==> src/hdl/lfa_pkg.sv <==
package lfa_pkg;

   // Beat payloads
   typedef struct packed {
      logic [31:0] vel_x;
      logic [31:0] vel_y;
      logic [31:0] vel_z;
      logic [31:0] grain_radius;
      logic [31:0] surface_potential;
      logic [31:0] grain_mass;
   } req_type;

   typedef struct packed {
      logic [31:0] acc_x;
      logic [31:0] acc_y;
      logic [31:0] acc_z;
   } rsp_type;

   localparam int CSR_AW = 3;

   typedef enum logic [CSR_AW-1:0] {
      REG_ETEMP = 3'd0,
      REG_EX    = 3'd1,
      REG_EY    = 3'd2,
      REG_EZ    = 3'd3,
      REG_BX    = 3'd4,
      REG_BY    = 3'd5,
      REG_BZ    = 3'd6
   } csr_idx_type;

   typedef enum logic {
      OP_MUL = 1'b0,
      OP_ADD = 1'b1
   } fop_type;

   localparam int MUL_LAT   = 3;
   localparam int ADD_LAT   = 4;
   localparam int DIV_QBITS = 26;
   localparam int DIV_LAT   = DIV_QBITS + 3;
   localparam int TOTAL_LAT = 4 * MUL_LAT + DIV_LAT;

   localparam logic [31:0] CANON_NAN = 32'h7FC0_0000;
   // -4*pi*eps0*kB/e in binary32
   localparam logic [31:0] CHARGE_K  = 32'hA82C_B933;

   // Unpacked operand: effective exponent, significand with hidden bit
   typedef struct packed {
      logic        sgn;
      logic [7:0]  ex;
      logic [23:0] man;
      logic        nan;
      logic        inf;
      logic        zero;
   } fp_type;

   // Value = man * 2^(ex - 47) before normalizing, 1.f * 2^ex after
   typedef struct packed {
      logic               sgn;
      logic               nan;
      logic               inf;
      logic signed [10:0] ex;
      logic [47:0]        man;
      logic               stk;
   } nrm_type;

   function automatic fp_type fp_unpack(input logic [31:0] x);
      fp_type      u;
      logic [7:0]  e;
      logic [22:0] f;
      e      = x[30:23];
      f      = x[22:0];
      u.sgn  = x[31];
      u.ex   = (e == 8'd0) ? 8'd1 : e;
      u.man  = {(e != 8'd0), f};
      u.nan  = (e == 8'hFF) && (f != 23'd0);
      u.inf  = (e == 8'hFF) && (f == 23'd0);
      u.zero = (e == 8'd0) && (f == 23'd0);
      return u;
   endfunction

   function automatic logic [5:0] lzc48(input logic [47:0] x);
      logic [5:0] n;
      n = 6'd48;
      for (int i = 0; i < 48; i++) begin
         if (x[i]) begin
            n = 6'(47 - i);
         end
      end
      return n;
   endfunction

   function automatic nrm_type nrm_shift(input nrm_type x);
      nrm_type    y;
      logic [5:0] lz;
      lz    = lzc48(x.man);
      y     = x;
      y.man = x.man << lz;
      y.ex  = x.ex - 11'(lz);
      return y;
   endfunction

   // Round to nearest even and pack, including the subnormal range
   function automatic logic [31:0] nrm_round(input nrm_type x);
      logic signed [11:0] be;
      logic [5:0]         sh;
      logic [97:0]        t;
      logic [23:0]        kept;
      logic               g;
      logic               st;
      logic               inc;
      logic [24:0]        kr;
      logic [7:0]         base;
      logic [30:0]        sum;
      logic [31:0]        res;
      be = $signed({x.ex[10], x.ex}) + 12'sd127;
      if (be >= 12'sd1) begin
         sh = 6'd24;
      end else if (be < -12'sd25) begin
         sh = 6'd50;
      end else begin
         sh = 6'(12'sd25 - be);
      end
      t    = {x.man, 50'd0} >> sh;
      kept = t[73:50];
      g    = t[49];
      st   = (|t[48:0]) | x.stk;
      inc  = g & (st | kept[0]);
      kr   = {1'b0, kept} + 25'(inc);
      base = (be >= 12'sd1) ? 8'(be - 12'sd1) : 8'd0;
      sum  = {base, 23'd0} + 31'(kr);
      if (x.nan) begin
         res = CANON_NAN;
      end else if (x.inf) begin
         res = {x.sgn, 8'hFF, 23'd0};
      end else if (x.man == 48'd0) begin
         res = {x.sgn, 31'd0};
      end else if ((be >= 12'sd255) || (sum[30:23] == 8'hFF)) begin
         res = {x.sgn, 8'hFF, 23'd0};
      end else begin
         res = {x.sgn, sum};
      end
      return res;
   endfunction

endpackage

==> src/hdl/lfa_fdiv.sv <==
module lfa_fdiv (
   input  logic        clock,
   input  logic        reset,
   input  logic        in_vld,
   input  logic [31:0] a,
   input  logic [31:0] b,
   output logic        out_vld,
   output logic [31:0] y
);

   localparam int QB  = lfa_pkg::DIV_QBITS;
   localparam int LAT = lfa_pkg::DIV_LAT;

   typedef struct packed {
      logic               sgn;
      logic               nan;
      logic               inf;
      logic               zero;
      logic signed [10:0] ex;
      logic [23:0]        den;
      logic [24:0]        rem;
      logic [QB-1:0]      quo;
   } div_stage_type;

   // One restoring step: one quotient bit per stage
   function automatic div_stage_type div_step(input div_stage_type s);
      div_stage_type r;
      logic          ge;
      logic [24:0]   d;
      ge    = s.rem >= {1'b0, s.den};
      d     = ge ? (s.rem - {1'b0, s.den}) : s.rem;
      r     = s;
      r.rem = {d[23:0], 1'b0};
      r.quo = {s.quo[QB-2:0], ge};
      return r;
   endfunction

   logic [LAT-1:0]   vld_ff;
   div_stage_type    stg_ff [QB+1];
   div_stage_type    stg_in [QB+1];
   lfa_pkg::nrm_type nrm_ff, nrm_in;
   logic [31:0]      y_ff, y_in;

   always_comb begin
      lfa_pkg::fp_type  ua;
      lfa_pkg::fp_type  ub;
      logic [5:0]       lza;
      logic [5:0]       lzb;
      lfa_pkg::nrm_type n;
      div_stage_type    last;
      ua  = lfa_pkg::fp_unpack(a);
      ub  = lfa_pkg::fp_unpack(b);
      lza = lfa_pkg::lzc48({ua.man, 24'd0});
      lzb = lfa_pkg::lzc48({ub.man, 24'd0});
      stg_in[0].sgn  = ua.sgn ^ ub.sgn;
      stg_in[0].nan  = ua.nan | ub.nan | (ua.zero & ub.zero) | (ua.inf & ub.inf);
      stg_in[0].inf  = ua.inf | ub.zero;
      stg_in[0].zero = ua.zero | ub.inf;
      stg_in[0].ex   = 11'(ua.ex) - 11'(lza) - 11'(ub.ex) + 11'(lzb);
      stg_in[0].den  = ub.man << lzb;
      stg_in[0].rem  = {1'b0, ua.man << lza};
      stg_in[0].quo  = '0;
      for (int k = 0; k < QB; k++) begin
         stg_in[k+1] = div_step(stg_ff[k]);
      end
      last  = stg_ff[QB];
      n.sgn = last.sgn;
      n.nan = last.nan;
      n.inf = last.inf;
      n.ex  = last.ex;
      n.man = last.zero ? 48'd0 : {last.quo, (48 - QB)'(0)};
      n.stk = ~last.zero & (last.rem != 25'd0);
      nrm_in = lfa_pkg::nrm_shift(n);
      y_in   = lfa_pkg::nrm_round(nrm_ff);
   end

   always_ff @(posedge clock) begin
      if (reset) begin
         vld_ff <= '0;
      end else begin
         vld_ff <= {vld_ff[LAT-2:0], in_vld};
      end
   end

   always_ff @(posedge clock) begin
      for (int k = 0; k <= QB; k++) begin
         stg_ff[k] <= stg_in[k];
      end
      nrm_ff <= nrm_in;
      y_ff   <= y_in;
   end

   assign out_vld = vld_ff[LAT-1];
   assign y       = y_ff;

endmodule

==> config.mk <==
export PLATFORM = sky130hd
export DESIGN_NAME = lfa_fdiv
export DESIGN_NICKNAME = d
export VERILOG_FILES = /design/src/hdl/lfa_pkg.sv /design/src/hdl/lfa_fdiv.sv
export SDC_FILE = /design/constraint.sdc
export NUM_CORES = 2
export LEC_CHECK = 0
export ABC_CLOCK_PERIOD_IN_PS = 5500
export BUFFER_PORTS_ARGS = -buffer_cell sky130_fd_sc_hd__buf_2
export CORE_MARGIN = 10
export CORE_UTILIZATION = 49
export CTS_CLUSTER_SIZE = 20
export DETAILED_ROUTE_END_ITERATION = 7
export PLACE_DENSITY = 0.67
export SLEW_MARGIN = 10
export SYNTH_ARGS = -nofsm -noshare
export SYNTH_HDL_FRONTEND = slang
export SYNTH_SLANG_ARGS = --single-unit
==> constraint.sdc <==
create_clock -name clock -period 5.5 [get_ports clock]
set_input_delay 0.825 -clock clock [delete_from_list [all_inputs] [get_ports clock]]
set_output_delay 0.825 -clock clock [all_outputs]
set_load 0.1 [all_outputs]
==> results.py <==
metrics = {
    "layout": {
        "utilization_pct": 56.80,
        "finish.net_count": 10580,
        "layout_common_cells": "dfxtp_1 (2128), inv_1 (951), a21oi_1 (832)",
        "layoutNonFillerInstCount": 12370,
        "final_design_area_no_fill_um2": 102600,
        "ratio_of_cells_with_drive_above_1_in_the_final_layout_pct": 12.63,
        "area.growth.synth_to_final_pct": 15.36,
        "mostFrequentLayoutCell": "dfxtp_1",
    },
    "placed_design": {
        "io_buffer_count": 99,
        "dp.cells": 11950,
        "hpwl_after_detailed_placement_mm": 173.5,
        "place.gp.congestion": 0.9450,
        "post-place-ws_ps": -177.3,
        "postPlaceCellArea_um2": 94470,
    },
    "synthesis": {
        "avgSynthCellArea_um2": 9.534,
        "mappedNetlistArea_um2": 88900,
        "synth_top_area_share_pct": 47.97,
        "yosys.cell_types.count": 96,
        "synthesis.yosys.warnings": 0,
        "top_area_cells_in_the_synthesized_netlist": "dfxtp_1 (48%), ha_1 (9.2%), a21oi_1 (4.7%)",
        "share_of_async_settable_or_async_resettable_flops_after_synthesis_pct": 0,
        "synth-edff-count": 0,
        "netlist_instances": 9324,
        "synth-seq-cells": 2130,
        "synth_top_area_cell": "dfxtp_1",
        "synth_flop_cell": "dfxtp_1",
        "sequential_element_share_of_the_synthesized_area_pct": 47.97,
        "postSynthNetCount": 10080,
    },
    "floorplanning": {
        "initial_utilization_pct": 49.24,
        "ios": 100,
        "die_area_um2": 198900,
        "core.rowCount": 156,
        "die_x_um": 445.9,
        "die_h_um": 445.9,
        "fp.coreArea_um2": 180500,
    },
    "global_route": {
        "grt_busiest_layer": "met2",
        "aggregate_global_route_resource_usage_pct": 21.70,
        "vias_in_the_first_global_route": 63660,
        "grt.overflow.total": 0,
        "grt_start_max_net_pins": 43,
        "initial_antenna_violation_count": 3,
        "globalRouteMet3Util_pct": 3.293,
        "grt_use_met1_pct": 30.10,
        "global_route.usage.met2_pct": 35.54,
        "grt_first_pass_wirelength_mm": 349.4,
    },
    "timing": {
        "period_needed_ps": 5469,
        "slew-limit-headroom_pct": 31.81,
        "fin_skew_ps": 22.46,
        "hold_violations": 0,
        "timing.final.setup_violations": 0,
        "rsz0062_at_grt": "yes",
        "max_clock_freq_mhz": 182.8,
        "tightestPinTransition_ps": 1023,
        "slew_viols_final": 0,
        "setup_total_negative_slack_ps": 0,
        "min_period_over_period_pct": 99.44,
        "final.hold.worst_slack_ps": 225.4,
        "post-route-worst-setup-slack_ps": 31.00,
    },
    "setup_path": {
        "setup.worst_path.start": "nrm_ff[50]",
        "worst_r2r_setup_slack_ps": 30,
        "crit_path_end": "y[2]",
        "worst_ep_arrival_time_ps": 6160,
        "regToRegStartpoint": "nrm_ff[50]",
        "required_worst_endpoint_ps": 6200,
        "criticalPathCategory": "reg -> reg",
        "critical_path.startpoint_type": "flip-flop",
        "worstRegToRegCells": 21,
        "reg2reg_to": "y[2]",
        "cp-end-kind": "flip-flop",
        "critical_path.max_fanout": 10,
    },
    "cts": {
        "cts_max_level": 4,
        "cts_buffers": 211,
        "clock_sink_count": 2130,
        "worstSkewPairLatency_ps": 830,
        "tritoncts": "yes",
        "cts.root.buffer_cell": "clkbuf_16",
        "cts.clk_slew.worst_paths_ps": 60,
        "number_of_buffers_on_the_longest_clock_path": 3,
    },
    "pwr": {
        "p_leak_nw": 47.24,
        "power.ir.vdd_worst_mv": 0.4949,
        "power_density_over_the_cells_nw_per_um2": 686.8,
        "p_total_mw": 70.43,
    },
    "run": {
        "cap_violations": 0,
    },
    "drt": {
        "route.detailed.vias_per_inst": 5.338,
        "drt_drc_violations_left": 0,
        "postRouteWirelength_mm": 223.9,
        "detail_route.first_pass.iterations": 6,
        "route.detailed.wl_per_inst_um": 18.10,
        "detailroute.via_count": 66050,
        "antenna_violating_nets_post_route": 0,
        "drt_iter0_markers": 4702,
    },
    "run_status": {
        "run_status": "complete, no violations",
    },
    "min_path": {
        "hold_path.class": "in -> reg",
    },
}
[final cells by class]
| class | count | area (um2) |
|---|---|---|
| fill | 15650 | 78000 |
| sequential | 2130 | 42640 |
| multi-input combinational | 6025 | 42290 |
| clock buffer | 305 | 6256 |
| inverter | 966 | 3631 |
| timing repair buffer | 488 | 3612 |
| tap | 2370 | 2965 |
| clock inverter | 85 | 1144 |
| antenna | 3 | 7.507 |
[report_power, final]
part | internal [mW] | total, mW | leakage, nW | switching, mW
Clock | 8.86 | 14.9 | 3.63 | 6.00
Sequential | 20.5 | 23.2 | 17.9 | 2.69
Combinational | 14.2 | 32.4 | 25.7 | 18.2
Total | 43.5 | 70.4 | 47.2 | 26.9
[timing repair]
action / CTS / global route
hold buffers: 0 / 0
pin swaps: 23 / 37
gates cloned: 1 / 1
buffers inserted: 14 / 13
resized for setup: 42 / 44
endpoints found under the setup margin: 23 / 28
[worst min-delay path by stage]
stage,from,end,cells after the start
floorplan,stg_ff[1][987],nrm_ff[60],0
global placement,stg_ff[0][1268],stg_ff[0][1359],0
detailed placement,stg_ff[0][715],stg_ff[0][805],0
CTS,in_vld,vld_ff[0],2
global route,in_vld,vld_ff[0],2
finish,in_vld,vld_ff[0],2
[worst max-delay path: stages, from the launching register on]
cell and delay [ps]:
dfxtp_2 320, or3_4 390, buf_4 170, or4_1 520, a21oi_4 180, o21a_1 210
nand2_2 120, buf_12 170, buf_12 130, buf_4 140, a21oi_2 160, buf_4 160
nand3_1 100, a21oi_1 200, a211o_1 300, mux2i_1 220, or4_4 550, o41ai_4 420
xor2_1 220, and4_4 330, buf_12 140, and4b_1 190
[flip-flops by register name (all words and copies together) (netlist names)]
signal,cells
stg_ff,2028
nrm_ff,41
y,32
vld_ff,29
[layer usage]
metal  share of wire [%]  up-vias
met4                 2.0        0
met3                 5.0      296
li1                    -    33110
met5                   0        -
met1                  47    31170
met2                  46     1469
[cell usage after synthesis (50+ instances only)]
cell type,number
or3_1,51
or2_2,50
xor2_1,169
dfxtp_1,2130
ha_1,653
xnor2_1,342
inv_1,953
clkbuf_1,140
a31oi_1,63
nand2b_1,74
nand3_1,179
a21o_1,147
nand4_1,145
nor3_1,197
and2_1,67
a21oi_1,836
o31ai_1,51
nor2_1,720
o21a_1,105
and3_1,79
nand2_1,519
a21boi_0,88
o21ai_0,367
nor2b_1,131
mux2_2,244
a211oi_1,54
mux2i_1,143
[cell families after synthesis]
family                     count (synthesis)  share of synthesized area (%)
DFF                                     2130                          47.97
muxes                                    390                          4.777
adders and majority gates                686                          9.934
AOI/OAI and AO/OA                       2087                          14.51
xor gates and xnor gates                 511                          5.035
buffers and inverters                   1169                          4.995
and+or+nand+nor                         2351                          12.79
Note: power is estimated with default switching activity, not from simulation.
