### config.mk
export PLATFORM = sky130hd
export DESIGN_NAME = lfa_fop
export DESIGN_NICKNAME = d
export VERILOG_FILES = /design/src/hdl/lfa_pkg.sv /design/src/hdl/lfa_fop.sv
export SDC_FILE = /design/constraint.sdc
export NUM_CORES = 2
export LEC_CHECK = 0
export BUFFER_PORTS_ARGS = -buffer_cell sky130_fd_sc_hd__buf_2
export CAP_MARGIN = 20
export CORE_MARGIN = 1
export CORE_UTILIZATION = 29
export CTS_CLUSTER_DIAMETER = 100
export DETAILED_ROUTE_END_ITERATION = 8
export SLEW_MARGIN = 0
export SYNTH_ARGS = -nofsm -noshare
export SYNTH_HDL_FRONTEND = slang
export SYNTH_SLANG_ARGS = --single-unit
### constraint.sdc
create_clock -name clock -period 25.1 [get_ports clock]
set_clock_uncertainty 0.15 [all_clocks]
set_input_delay 1.255 -clock clock [delete_from_list [all_inputs] [get_ports clock]]
set_output_delay 1.255 -clock clock [all_outputs]
set_load 0.01 [all_outputs]
### src/hdl/lfa_pkg.sv
package lfa_pkg;

   // Beat payloads
   typedef struct packed {
      logic [31:0] vel_x;
      logic [31:0] vel_y;
      logic [31:0] vel_z;
      logic [31:0] grain_radius;
      logic [31:0] surface_potential;
      logic [31:0] grain_mass;
   } req_type;

   typedef struct packed {
      logic [31:0] acc_x;
      logic [31:0] acc_y;
      logic [31:0] acc_z;
   } rsp_type;

   localparam int CSR_AW = 3;

   typedef enum logic [CSR_AW-1:0] {
      REG_ETEMP = 3'd0,
      REG_EX    = 3'd1,
      REG_EY    = 3'd2,
      REG_EZ    = 3'd3,
      REG_BX    = 3'd4,
      REG_BY    = 3'd5,
      REG_BZ    = 3'd6
   } csr_idx_type;

   typedef enum logic {
      OP_MUL = 1'b0,
      OP_ADD = 1'b1
   } fop_type;

   localparam int MUL_LAT   = 3;
   localparam int ADD_LAT   = 4;
   localparam int DIV_QBITS = 26;
   localparam int DIV_LAT   = DIV_QBITS + 3;
   localparam int TOTAL_LAT = 4 * MUL_LAT + DIV_LAT;

   localparam logic [31:0] CANON_NAN = 32'h7FC0_0000;
   // -4*pi*eps0*kB/e in binary32
   localparam logic [31:0] CHARGE_K  = 32'hA82C_B933;

   // Unpacked operand: effective exponent, significand with hidden bit
   typedef struct packed {
      logic        sgn;
      logic [7:0]  ex;
      logic [23:0] man;
      logic        nan;
      logic        inf;
      logic        zero;
   } fp_type;

   // Value = man * 2^(ex - 47) before normalizing, 1.f * 2^ex after
   typedef struct packed {
      logic               sgn;
      logic               nan;
      logic               inf;
      logic signed [10:0] ex;
      logic [47:0]        man;
      logic               stk;
   } nrm_type;

   function automatic fp_type fp_unpack(input logic [31:0] x);
      fp_type      u;
      logic [7:0]  e;
      logic [22:0] f;
      e      = x[30:23];
      f      = x[22:0];
      u.sgn  = x[31];
      u.ex   = (e == 8'd0) ? 8'd1 : e;
      u.man  = {(e != 8'd0), f};
      u.nan  = (e == 8'hFF) && (f != 23'd0);
      u.inf  = (e == 8'hFF) && (f == 23'd0);
      u.zero = (e == 8'd0) && (f == 23'd0);
      return u;
   endfunction

   function automatic logic [5:0] lzc48(input logic [47:0] x);
      logic [5:0] n;
      n = 6'd48;
      for (int i = 0; i < 48; i++) begin
         if (x[i]) begin
            n = 6'(47 - i);
         end
      end
      return n;
   endfunction

   function automatic nrm_type nrm_shift(input nrm_type x);
      nrm_type    y;
      logic [5:0] lz;
      lz    = lzc48(x.man);
      y     = x;
      y.man = x.man << lz;
      y.ex  = x.ex - 11'(lz);
      return y;
   endfunction

   // Round to nearest even and pack, including the subnormal range
   function automatic logic [31:0] nrm_round(input nrm_type x);
      logic signed [11:0] be;
      logic [5:0]         sh;
      logic [97:0]        t;
      logic [23:0]        kept;
      logic               g;
      logic               st;
      logic               inc;
      logic [24:0]        kr;
      logic [7:0]         base;
      logic [30:0]        sum;
      logic [31:0]        res;
      be = $signed({x.ex[10], x.ex}) + 12'sd127;
      if (be >= 12'sd1) begin
         sh = 6'd24;
      end else if (be < -12'sd25) begin
         sh = 6'd50;
      end else begin
         sh = 6'(12'sd25 - be);
      end
      t    = {x.man, 50'd0} >> sh;
      kept = t[73:50];
      g    = t[49];
      st   = (|t[48:0]) | x.stk;
      inc  = g & (st | kept[0]);
      kr   = {1'b0, kept} + 25'(inc);
      base = (be >= 12'sd1) ? 8'(be - 12'sd1) : 8'd0;
      sum  = {base, 23'd0} + 31'(kr);
      if (x.nan) begin
         res = CANON_NAN;
      end else if (x.inf) begin
         res = {x.sgn, 8'hFF, 23'd0};
      end else if (x.man == 48'd0) begin
         res = {x.sgn, 31'd0};
      end else if ((be >= 12'sd255) || (sum[30:23] == 8'hFF)) begin
         res = {x.sgn, 8'hFF, 23'd0};
      end else begin
         res = {x.sgn, sum};
      end
      return res;
   endfunction

endpackage

### src/hdl/lfa_fop.sv
module lfa_fop #(
   parameter lfa_pkg::fop_type OP = lfa_pkg::OP_MUL
) (
   input  logic        clock,
   input  logic        reset,
   input  logic        in_vld,
   input  logic [31:0] a,
   input  logic [31:0] b,
   output logic        out_vld,
   output logic [31:0] y
);

   generate
      if (OP == lfa_pkg::OP_MUL) begin : g_mul
         localparam int LAT = lfa_pkg::MUL_LAT;
         logic [LAT-1:0]   vld_ff;
         lfa_pkg::nrm_type s1_ff, s1_in, s2_ff, s2_in;
         logic [31:0]      y_ff, y_in;

         always_comb begin
            lfa_pkg::fp_type ua;
            lfa_pkg::fp_type ub;
            ua        = lfa_pkg::fp_unpack(a);
            ub        = lfa_pkg::fp_unpack(b);
            s1_in.sgn = ua.sgn ^ ub.sgn;
            s1_in.nan = ua.nan | ub.nan | (ua.inf & ub.zero) | (ua.zero & ub.inf);
            s1_in.inf = ua.inf | ub.inf;
            s1_in.ex  = 11'(ua.ex) + 11'(ub.ex) - 11'd253;
            s1_in.man = ua.man * ub.man;
            s1_in.stk = 1'b0;
            s2_in     = lfa_pkg::nrm_shift(s1_ff);
            y_in      = lfa_pkg::nrm_round(s2_ff);
         end

         always_ff @(posedge clock) begin
            if (reset) begin
               vld_ff <= '0;
            end else begin
               vld_ff <= {vld_ff[LAT-2:0], in_vld};
            end
         end

         always_ff @(posedge clock) begin
            s1_ff <= s1_in;
            s2_ff <= s2_in;
            y_ff  <= y_in;
         end

         assign out_vld = vld_ff[LAT-1];
         assign y       = y_ff;
      end else begin : g_add
         localparam int LAT = lfa_pkg::ADD_LAT;
         typedef struct packed {
            logic        sgn;
            logic        zsgn;
            logic        sub;
            logic        nan;
            logic        inf;
            logic        isgn;
            logic [7:0]  ex;
            logic [23:0] mbig;
            logic [23:0] msml;
            logic [7:0]  dif;
         } add_s1_type;

         logic [LAT-1:0]   vld_ff;
         add_s1_type       s1_ff, s1_in;
         lfa_pkg::nrm_type s2_ff, s2_in, s3_ff, s3_in;
         logic [31:0]      y_ff, y_in;

         always_comb begin
            lfa_pkg::fp_type ua;
            lfa_pkg::fp_type ub;
            lfa_pkg::fp_type big;
            lfa_pkg::fp_type sml;
            ua = lfa_pkg::fp_unpack(a);
            ub = lfa_pkg::fp_unpack(b);
            if (a[30:0] >= b[30:0]) begin
               big = ua;
               sml = ub;
            end else begin
               big = ub;
               sml = ua;
            end
            s1_in.sgn  = big.sgn;
            s1_in.zsgn = ua.sgn & ub.sgn;
            s1_in.sub  = ua.sgn ^ ub.sgn;
            s1_in.nan  = ua.nan | ub.nan | (ua.inf & ub.inf & (ua.sgn ^ ub.sgn));
            s1_in.inf  = ua.inf | ub.inf;
            s1_in.isgn = ua.inf ? ua.sgn : ub.sgn;
            s1_in.ex   = big.ex;
            s1_in.mbig = big.man;
            s1_in.msml = sml.man;
            s1_in.dif  = big.ex - sml.ex;
         end

         // Align the smaller operand, jam lost bits into the LSB, then add or subtract
         always_comb begin
            logic [5:0]  ds;
            logic [95:0] t;
            logic [47:0] al;
            logic [47:0] bw;
            logic [47:0] sum;
            ds  = (s1_ff.dif > 8'd48) ? 6'd48 : s1_ff.dif[5:0];
            t   = {1'b0, s1_ff.msml, 23'd0, 48'd0} >> ds;
            al  = t[95:48] | {47'd0, (|t[47:0])};
            bw  = {1'b0, s1_ff.mbig, 23'd0};
            sum = s1_ff.sub ? (bw - al) : (bw + al);
            s2_in.nan = s1_ff.nan;
            s2_in.inf = s1_ff.inf;
            if (s1_ff.inf) begin
               s2_in.sgn = s1_ff.isgn;
            end else if (sum == 48'd0) begin
               s2_in.sgn = s1_ff.zsgn;
            end else begin
               s2_in.sgn = s1_ff.sgn;
            end
            s2_in.ex  = 11'(s1_ff.ex) - 11'd126;
            s2_in.man = sum;
            s2_in.stk = 1'b0;
            s3_in     = lfa_pkg::nrm_shift(s2_ff);
            y_in      = lfa_pkg::nrm_round(s3_ff);
         end

         always_ff @(posedge clock) begin
            if (reset) begin
               vld_ff <= '0;
            end else begin
               vld_ff <= {vld_ff[LAT-2:0], in_vld};
            end
         end

         always_ff @(posedge clock) begin
            s1_ff <= s1_in;
            s2_ff <= s2_in;
            s3_ff <= s3_in;
            y_ff  <= y_in;
         end

         assign out_vld = vld_ff[LAT-1];
         assign y       = y_ff;
      end
   endgenerate

endmodule

==> results.sh <==
export IMPL_cts_tree="yes"
export IMPL_max_stage_delay_ps=770
export IMPL_netlist_area_mm2=0.0315
export IMPL_gp_congestion=0.957
export IMPL_num_vias=26800
export IMPL_worst_path_max_delay_cell="a2111oi_0"
export IMPL_grt_total_usage_pct=18.1
export IMPL_grt_pass1_wl_um=157000
export IMPL_wl_met3_um=7640
export IMPL_highest_layer="met4"
export IMPL_wl_met1_um=44300
export IMPL_grt_setup_unrepaired="no"
export IMPL_drtIter0Drc=2225
export IMPL_multi_input_area_mm2=0.0254
export IMPL_synth_cell_type_count=108
export IMPL_dp_hpwl_um=75900
export IMPL_period_needed_ps=9500
export IMPL_fin_crit_sh_pct=37.9
export IMPL_synth_edff_count=0
export IMPL_regArea_mm2=0.00316
export IMPL_avgViaCountPerCell=5.24
export IMPL_post_cts_buffers=0
export IMPL_grt_pass1_vias=27000
export IMPL_hp_class="reg -> reg"
export IMPL_cts_buffers_inserted=17
export IMPL_grt_ovfl_total=0
export IMPL_first_pass_iters=6
export IMPL_hold_violations=0
export IMPL_root_buffer="clkbuf_16"
export IMPL_crit_required_ps=25360
export IMPL_critPathCaptureType="flop"
export IMPL_layout_cells_most_common="nand2_1"
export IMPL_drive_above_1_share_pct=6.68
export IMPL_finalInstanceArea_mm2=0.0338
export IMPL_place_area_mm2=0.0331
export IMPL_critPathLaunchType="input port"
export IMPL_setup_viol=0
export IMPL_seq_area_frac_synth_pct=10.1
export IMPL_syn_area_per_cell_um2=8.36
export IMPL_cp_num_buf_inv=4
export IMPL_htree_levels=4
export IMPL_synthCells=3766
export IMPL_worst_pin_slew_ps=995
export IMPL_clk_pin_slew_worst_paths_ps=70
export IMPL_io_buffers=99
export IMPL_drc=0
export IMPL_critPathTopFamily="adder cells"
export IMPL_start_util_pct=29.3
export IMPL_worst_setup_path_type="in -> reg"
export IMPL_ys_warn_count=0
export IMPL_coreArea_mm2=0.107
export IMPL_synthArstFlopShare_pct=0
export IMPL_cpMostUsedCell="fa_1"
export IMPL_rows=120
export IMPL_relSlewSlack_pct=33.6
export IMPL_synth_ff_type="dfxtp_1"
export IMPL_fillerInstances=11300
export IMPL_ant_nets=0
export IMPL_wl_met2_um=45100
export IMPL_wl_per_cell_um=19.5
export IMPL_worst_path_max_fanout=25
export IMPL_slew_violations=0
export IMPL_wl_um=100000
export IMPL_final_cell_mix="561 x nand2_1, 541 x inv_1, 485 x fa_1"
export IMPL_grt_max_degree=68
export IMPL_ctsHoldBuffers=0
export IMPL_outcome="completed"
export IMPL_drv_cap=0
export IMPL_clkLatencyLatePin_ps=480
export IMPL_die_w_um=331
export IMPL_die_area_mm2=0.110
export IMPL_tns_ps=0
export IMPL_antenna_found_initial=0
export IMPL_clockBufferDepth=2
export IMPL_clock_sinks=158
export IMPL_area_growth_pct=7.24
export IMPL_cts_resized=0
export IMPL_nNetsFinal=4456
export IMPL_ff2ff_setup_slack_ps=16520
export IMPL_arrival_ps=9760
export IMPL_pin_count=100
export IMPL_ys_seq_elements=158
export IMPL_die_height_um=331
export IMPL_synth_nets=4520
export IMPL_max_freq_mhz=105
## worst register-to-register path: stages (launching register included)
cell and delay, ps:
dfxtp_2 430, inv_1 560, ha_1 550, nor2b_1 430, a31o_1 210, a221oi_1 100, or3_1 580, o22ai_4 230
buf_4 610, nand2_1 620, a21oi_1 580, o32ai_1 210, a2111o_1 410, a211oi_2 300, ha_1 220, inv_1 70
a221o_1 330, nor4_4 370, a41o_1 410, xnor2_1 160, o211ai_1 140, o41ai_4 390, buf_4 310, o21bai_1 100
## Yosys cell counts (26+ instances only)
cell type	instances	area (um2)
nor4_1	44	275
and2_1	222	1390
xor2_1	30	263
a32oi_1	27	236
mux2i_1	173	1730
a211oi_1	31	233
o21ai_0	108	541
inv_1	541	2030
a21oi_1	124	621
o22ai_1	26	163
ha_1	202	2530
nand3_1	80	400
clkbuf_1	176	661
nor3_1	53	265
dfxtp_1	158	3160
xnor2_1	69	604
fa_1	485	9710
nand2_1	562	2110
nor2_1	185	694
## per-layer routing
metal	GRT usage [%]	vias to the layer above
met2	29.0	1099
met1	24.7	13300
met4	5.78	0
li1	-	12300
met3	3.30	169
met5	0	-
## through the flow
step | utilization, % | std cells | setup WS, ps | hold slack, ps
after floorplan | - | 3766 | 15960 | 160
after global placement | 30.9 | 5085 | 15250 | 161
after detailed placement | 30.9 | 5086 | 15150 | 163
after CTS | 31.4 | 5118 | 15680 | 180
after global routing | 31.4 | 5118 | 15190 | 199
final | 31.4 | 5119 | 15600 | 177
## state kept, by name, indices dropped and copies added (netlist names)
name          cells
g_mul.s2_ff      62
y                32
g_mul.vld_ff      3
g_mul.s1_ff      61
## cell type report
cell class,instances,area share (%)
Multi-Input combinational cell,2849,75.3
Sequential cell,158,9.38
Tap cell,1403,5.20
Antenna cell,1,0.00741
Clock inverter,15,0.578
Inverter,544,6.05
Clock buffer,17,1.26
Timing Repair Buffer,132,2.19
## kinds of logic after synthesis
kind of cell	Yosys count	synth area share [%]
AND/OR/NAND/NOR	1288	19.8
buffers and inverters	759	9.35
adder cells (fa/ha/maj)	687	38.9
AO/OA/AOI/OAI	584	13.0
multiplexers	191	6.15
flip-flops	158	10.1
XOR/XNOR	99	2.76
## path summary, 6_finish.rpt
check	start	to	depth (start not counted)
worst min register to register	g_mul.s1_ff[62]$_DFF_P_	g_mul.s2_ff[62]$_DFF_P_	0
worst min-delay path	g_mul.s1_ff[62]$_DFF_P_	g_mul.s2_ff[62]$_DFF_P_	0
worst max-delay path	b[6]	g_mul.s1_ff[47]$_DFF_P_	28
worst max register to register	g_mul.s2_ff[49]$_DFF_P_	y[22]$_SDFF_PP1_	23
Power is left out: the tool's default activity adds up to more than one toggle a clock period on the data nets, which glitch-free logic cannot reach.
